**src/design/i2rd_pkg.sv**
```systemverilog
// ----------------------------------------------------------------------------
// i2rd_pkg: shared constants and helpers for integer_to_radix_digits
// Field widths, stream packing and the digit-to-ASCII mapping.
// ----------------------------------------------------------------------------
package i2rd_pkg;

  // Width of the value field on the stream, and the part of it that is used
  localparam int VALUE_WIDTH = 63;
  localparam int VALUE_BITS  = 63;
  localparam int BASE_WIDTH  = 6;
  localparam int DIGIT_WIDTH = 6;
  localparam int CHAR_WIDTH  = 7;

  localparam int S_DATA_WIDTH = ((VALUE_WIDTH + BASE_WIDTH + 7) / 8) * 8;
  localparam int M_DATA_WIDTH = ((CHAR_WIDTH + 7) / 8) * 8;

  // Digit stack depth: base 2 gives one digit per used value bit
  localparam int STACK_DEPTH = VALUE_BITS;
  localparam int CNT_WIDTH   = $clog2(STACK_DEPTH + 1);
  localparam int BIT_WIDTH   = $clog2(VALUE_BITS);

  localparam logic [BASE_WIDTH-1:0] BASE_MIN = BASE_WIDTH'(2);
  localparam logic [BASE_WIDTH-1:0] BASE_MAX = BASE_WIDTH'(36);

  localparam logic [CHAR_WIDTH-1:0] CHAR_ZERO   = CHAR_WIDTH'(48);  // '0'
  localparam logic [CHAR_WIDTH-1:0] CHAR_A_OFFS = CHAR_WIDTH'(87);  // 'a' - 10

  typedef enum logic [1:0] {
    ST_IDLE,
    ST_DIV,
    ST_EMIT
  } state_t;

  // Digit 0..35 to '0'-'9', 'a'-'z'
  function automatic logic [CHAR_WIDTH-1:0] digit_to_char(input logic [DIGIT_WIDTH-1:0] d);
    logic [CHAR_WIDTH-1:0] dx;
    dx = CHAR_WIDTH'(d);
    if (d < DIGIT_WIDTH'(10)) begin
      return CHAR_ZERO + dx;
    end else begin
      return CHAR_A_OFFS + dx;
    end
  endfunction

endpackage

```
**src/design/integer_to_radix_digits.sv**
```systemverilog
// ----------------------------------------------------------------------------
// integer_to_radix_digits: integer to ASCII digits in radix 2..36
// Operation: each digit takes one pass of bit-serial division (one
//   quotient bit per cycle), then digits leave one per cycle while m_tready is high, MSD first.
// Bad radix: the single error result is offered the cycle after the request.
// Throughput: one request at a time; the next is taken after the last result.
// Reset: synchronous, returns to idle and drops any conversion in flight.
// ----------------------------------------------------------------------------
module integer_to_radix_digits
  import i2rd_pkg::*;
(
  input  logic                    clk,
  input  logic                    rst,
  input  logic                    s_tvalid,
  output logic                    s_tready,
  input  logic [S_DATA_WIDTH-1:0] s_tdata,   // value[62:0], base[68:63], zero pad
  output logic                    m_tvalid,
  input  logic                    m_tready,
  output logic [M_DATA_WIDTH-1:0] m_tdata,   // digit_char[6:0], zero pad
  output logic                    m_tlast,
  output logic                    m_tuser    // bad_base
);

  state_t state, state_next;

  logic [VALUE_BITS-1:0]  v;       // dividend in, quotient shifts in at bottom
  logic [DIGIT_WIDTH-1:0] rem;
  logic [BASE_WIDTH-1:0]  radix;
  logic                   qnz;     // any quotient bit set this pass
  logic [BIT_WIDTH-1:0]   bitcnt;
  logic [CNT_WIDTH-1:0]   cnt;
  logic                   bad;
  logic [DIGIT_WIDTH-1:0] stk [STACK_DEPTH];

  logic                   in_acc, out_acc;
  logic [BASE_WIDTH-1:0]  in_base;
  logic                   in_bad;
  logic [DIGIT_WIDTH:0]   rem_sh;
  logic                   qbit;
  logic [DIGIT_WIDTH-1:0] rem_next;
  logic                   pass_done, more;
  logic                   emit_done;

  assign in_acc  = s_tvalid && s_tready;
  assign out_acc = m_tvalid && m_tready;
  assign in_base = s_tdata[VALUE_WIDTH +: BASE_WIDTH];
  assign in_bad  = (in_base < BASE_MIN) || (in_base > BASE_MAX);

  // Restoring division step: one quotient bit per cycle
  assign rem_sh   = {rem, v[VALUE_BITS-1]};
  assign qbit     = rem_sh >= {1'b0, radix};
  assign rem_next = qbit ? DIGIT_WIDTH'(rem_sh - {1'b0, radix}) : rem_sh[DIGIT_WIDTH-1:0];

  assign pass_done = (bitcnt == '0);
  assign more      = qnz || qbit;
  assign emit_done = bad || (cnt == CNT_WIDTH'(1));

  // Next state
  always_comb begin
    state_next = state;
    unique case (state)
      ST_IDLE: begin
        if (in_acc) begin
          state_next = in_bad ? ST_EMIT : ST_DIV;
        end
      end
      ST_DIV: begin
        if (pass_done && !more) begin
          state_next = ST_EMIT;
        end
      end
      ST_EMIT: begin
        if (out_acc && emit_done) begin
          state_next = ST_IDLE;
        end
      end
      default: state_next = ST_IDLE;
    endcase
  end

  // Outputs
  always_comb begin
    s_tready = 1'b0;
    m_tvalid = 1'b0;
    unique case (state)
      ST_IDLE: s_tready = 1'b1;
      ST_DIV:  ;
      ST_EMIT: m_tvalid = 1'b1;
      default: ;
    endcase
  end

  assign m_tdata = M_DATA_WIDTH'(bad ? '0 : digit_to_char(stk[0]));
  assign m_tlast = emit_done;
  assign m_tuser = bad;

  always_ff @(posedge clk) begin
    if (rst) begin
      state  <= ST_IDLE;
      cnt    <= '0;
      bad    <= 1'b0;
      qnz    <= 1'b0;
      bitcnt <= '0;
    end else begin
      state <= state_next;
      unique case (state)
        ST_IDLE: begin
          if (in_acc) begin
            bad    <= in_bad;
            cnt    <= '0;
            qnz    <= 1'b0;
            bitcnt <= BIT_WIDTH'(VALUE_BITS - 1);
          end
        end
        ST_DIV: begin
          if (pass_done) begin
            cnt    <= cnt + CNT_WIDTH'(1);
            qnz    <= 1'b0;
            bitcnt <= BIT_WIDTH'(VALUE_BITS - 1);
          end else begin
            qnz    <= more;
            bitcnt <= bitcnt - BIT_WIDTH'(1);
          end
        end
        ST_EMIT: begin
          if (out_acc && !emit_done) begin
            cnt <= cnt - CNT_WIDTH'(1);
          end
        end
        default: ;
      endcase
    end
  end

  // Datapath: dividend/quotient, remainder and the digit stack
  always_ff @(posedge clk) begin
    if (in_acc) begin
      v     <= s_tdata[VALUE_BITS-1:0];
      radix <= in_base;
      rem   <= '0;
    end else if (state == ST_DIV) begin
      v   <= {v[VALUE_BITS-2:0], qbit};
      rem <= pass_done ? '0 : rem_next;
    end
    // push finished digit on top; pop on each delivered digit
    if (state == ST_DIV && pass_done) begin
      stk[0] <= rem_next;
      for (int i = 1; i < STACK_DEPTH; i++) begin
        stk[i] <= stk[i-1];
      end
    end else if (state == ST_EMIT && out_acc) begin
      for (int i = 0; i < STACK_DEPTH - 1; i++) begin
        stk[i] <= stk[i+1];
      end
    end
  end

endmodule
```
**config.mk**
```make
export PLATFORM = sky130hd
export DESIGN_NAME = integer_to_radix_digits
export DESIGN_NICKNAME = d
export VERILOG_FILES = /design/src/design/i2rd_pkg.sv /design/src/design/integer_to_radix_digits.sv
export SDC_FILE = /design/constraint.sdc
export NUM_CORES = 1
export LEC_CHECK = 0
export BUFFER_PORTS_ARGS = -buffer_cell sky130_fd_sc_hd__buf_2
export CAP_MARGIN = 10
export CORE_UTILIZATION = 54
export DETAILED_ROUTE_END_ITERATION = 7
export PLACE_DENSITY = 0.71
export SLEW_MARGIN = 15
export SYNTH_ARGS = -nofsm -noshare
export SYNTH_HDL_FRONTEND = slang
export SYNTH_SLANG_ARGS = --single-unit
```
**constraint.sdc**
```tcl
create_clock -name clk -period 24.2 [get_ports clk]
set_input_delay 2.42 -clock clk [delete_from_list [all_inputs] [get_ports clk]]
set_output_delay 2.42 -clock clk [all_outputs]
set_load 0.005 [all_outputs]
```
; Word level (Yosys, flattened, before mapping)
; Memories as Yosys holds them, arrays and structs flattened.
; Index checks and enable logic that the tools add are counted.
[classes]
addsub = 6
order_cmp = 4
n_eq_ne = 8
muxes = 90
n_bitwise = 62
reduce_logical = 21
[op_table]
columns = cell, n
row1 = $mux 6, 69
row2 = $mux 63, 2
row3 = $or 1x1->1, 62
row4 = $pmux 6 s3, 1
row5 = $mux 7, 2
row6 = $pmux 6 s2, 1
row7 = $sub 6x1->6 const B, 2
row8 = $ne 2x2->1 const B, 5
row9 = $mux 1, 9
row10 = $mux 2, 4
row11 = $add 6x6->7 const A, 1
row12 = $add 7x6->7 const A, 1
row13 = $ge 7x6->1, 1
row14 = $logic_and 1x1->1, 7
row15 = $add 6x1->6 const B, 1
row16 = $eq 6x1->1 const B, 1
row17 = $gt 6x6->1 const B, 1
row18 = $logic_not 6->1, 1
row19 = $lt 6x2->1 const B, 1
row20 = $lt 6x4->1 const B, 1
row21 = $pmux 2 s3, 1
row22 = $sub 6x6->6, 1
row23 = $reduce_and 2->1, 2
row24 = $reduce_and 4->1, 1
row25 = other kinds (9), 13
[totals]
regBits = 91
ram_bits = 378
output_inout_bits = 12
mem_count = 1
[mem_list]
columns = name, depth, word_bits, rd, rd_clocked_by_memory_dff, wr, line_no
row1 = stk, 63, 6, 63, 0, 63, integer_to_radix_digits.sv:33  ; logic [DIGIT_WIDTH-1:0] stk [STACK_DEPTH];

; Depth between registers and ports, before layout
[logic_depth]
word_depth = 8
ltp_mapped = 9
depth_no_buf = 9

; Worst setup path after synthesis
; No wires, ideal clock.
[synth_path]
kind = input to register
start = input port m_tready
end = memory stk[0][0], enable pin
setup_time_ns = 2.714
arrival_ns = 8.463
required_ns = 21.486
slack_ns = 13.023
stages = 2
n_path_buf = 0
path_cell_list = nand2_1 nand2_1
[synth_rtl]
columns = element, line_no
row1 = from (decl), integer_to_radix_digits.sv:18  ; input logic m_tready,
row2 = to (decl), integer_to_radix_digits.sv:33

==> flow_metrics.tcl <==
set metrics [dict create \
    status "finished, final reports clean" \
    critical_path_class "input port to flip-flop" \
    final_cell_mix "nand2_1 (1120), edfxtp_1 (447), buf_2 (83)" \
    fmax_mhz 203 \
    powerDensity_mw_per_mm2 116 \
    hp-start "stk[0][368]" \
    drt-initial-drc-count 1015 \
    grt_pass1_wl_mm 59.2 \
    crit_path_start_kind "input port" \
    synth-compound-area-share_pct 2.59 \
    finalSetupViolCount 0 \
    syn_inst 1952 \
    post_cts_buffers 0 \
    slew_headroom_pct 22.8 \
    ys_types 58 \
    core_area_mm2 0.0377 \
    finalSetupTns_ns 0 \
    vias 13162 \
    skew_ns 0.0236 \
    critical_path_arrival_ns 5.12 \
    die_h_um 198 \
    holdBufCountCts 0 \
    portBuffers 83 \
    vias_per_cell 5.16 \
    htree_num_levels 2 \
    hold_path.class "flip-flop to flip-flop" \
    wl_met2_mm 15.9 \
    wirelength_mm 34.4 \
    cp_max_fo 92 \
    synth_area_mm2 0.0207 \
    cts.sinks 469 \
    maxUsedRoutingLayer "met4" \
    startpoint "m_tready" \
    hpwl_mm 20.0 \
    fin_crit_sh_pct 20.3 \
    num_antenna_cells 0 \
    synth_area_per_cell_um2 10.6 \
    post-route-min-period_ns 4.92 \
    clock_path_buffers 3 \
    post-place-ws_ns 18.65 \
    wire_per_inst_um 13.5 \
    initial_core_util_pct 54.8 \
    synth_flop_cell "edfxtp_1" \
    synth-simple-area-share_pct 21.8 \
    first_pass_iters 5 \
    ir_drop_uv 82.5 \
    synthMuxAreaShare_pct 3.88 \
    fp.dieW_um 198 \
    synth_top_family_by_area "simple AND/OR/NAND/NOR gates" \
    yosys.area_share.adder_pct 1.25 \
    ctsResizeCount 0 \
    area.growth.synth_to_final_pct 10.6 \
    ys_seq_elements 469 \
    grt_pass1_vias 12632 \
    drt-met1-wl_mm 16.2 \
    clk_pin_slew_ns 0.06 \
    drive_gt1_share_pct 11.8 \
    cp-end-kind "flip-flop" \
    leakagePower_nw 9.38 \
    worstReg2RegStart "state[1]" \
    cp.required_ns 24.39 \
    postLayoutSetupSlackWorst_ns 19.28 \
    grt_max_degree 117 \
    drv_cap 0 \
    tritoncts "built" \
    gr-total-overflow 0 \
    finalMaxSlewViolations 0 \
    yosys.area_share.xor_xnor_pct 0.594 \
    ys_seq_area_share_pct 67.1 \
    io_pins 88 \
    clkLatencyLatePin_ns 0.58 \
    rsz0062_at_grt "false" \
    worstMarginPinSlew_ns 1.16 \
    synth.net_count 2048 \
    antenna_found_initial 0 \
    ant_nets 0 \
    track_usage_pct 18.2 \
    cts_made_buffers 48 \
    synth_warnings 0 \
    async_flop_share_pct 0 \
    gp_congestion 0.777 \
    rows 71 \
    synth_edf_count 447 \
    drc 0 \
    root_buffer "clkbuf_16" \
    finalNetCount 2099 \
    layout_commonest_cell "nand2_1" \
    dieArea_mm2 0.0390 \
    hold_viol 0 \
    met3RoutedLength_mm 1.67 \
]
## metal layers
metal	global-route usage, %	vias up
met3	3.98	50
met4	5.43	0
li1	-	6572
met2	28.3	255
met5	0	-
met1	25.8	6285
## logic make-up after synthesis
group,Yosys count
xor gates and xnor gates,14
buffers and inverters,121
AOI/OAI and AO/OA,78
DFF,469
muxes,72
other,1
and+or+nand+nor,1177
adders and majority gates,20
## stage by stage
step | hold WS (ns) | utilization (%) | power (mW) | cells | area, um^2
finish | 0.452 | 60.6 | 2.64 | 2551 | 22800
global route | 0.454 | 60.6 | 2.80 | 2551 | 22800
CTS | 0.452 | 60.6 | 2.67 | 2551 | 22800
detailed placement | 0.437 | 56.8 | 1.98 | 2464 | 21400
global placement | 0.431 | 56.8 | 1.94 | 2464 | 21400
floorplan | 0.426 | - | 1.90 | 1952 | 20700
## cell usage after synthesis (12+ instances only)
| library cell | n | area [um^2] |
|---|---|---|
| a21oi_1 | 22 | 110 |
| buf_2 | 63 | 315 |
| clkbuf_1 | 25 | 93.8 |
| dfxtp_1 | 22 | 440 |
| edfxtp_1 | 447 | 13400 |
| ha_1 | 19 | 238 |
| inv_1 | 25 | 93.8 |
| mux2_2 | 65 | 732 |
| nand2_1 | 1121 | 4210 |
| nand3_1 | 12 | 60.1 |
| nor2_1 | 25 | 93.8 |
| o21ai_0 | 17 | 85.1 |
## worst max-delay path: stages
cell,delay (ns)
buf_2,0.16
nand2_1,0.16
nand2_4,0.35
buf_4,0.89
buf_4,1.00
## registers in the layout, indices dropped and copies added (netlist names)
name / count
state: 2
cnt: 6
bitcnt: 6
stk: 378
rem: 6
radix: 6
qnz: 1
m_tuser: 1
v: 63
## worst paths after layout
path	cells past startpoint	slack [ns]	end
hold reg to reg	0	0.45	stk[0][374]
hold / removal	0	0.45	stk[0][374]
setup reg to reg	6	19.63	stk[0][333]
setup / recovery	5	19.28	stk[0][333]
## area by class of cell
| type | count | area [um^2] |
|---|---|---|
| Clock buffer | 66 | 1310 |
| Clock inverter | 21 | 143 |
| Fill cell | 3098 | 14800 |
| Inverter | 26 | 100 |
| Multi-Input combinational cell | 1362 | 6270 |
| Sequential cell | 469 | 13900 |
| Tap cell | 511 | 639 |
| Timing Repair Buffer | 96 | 513 |
## report_power, final
group	leakage, nW	internal, mW	switching (mW)	total [mW]
clock network	0.711	0.390	0.301	0.692
logic	4.35	0.213	0.403	0.616
registers	4.31	1.24	0.0953	1.34
Note: power is estimated with default switching activity, not from simulation.
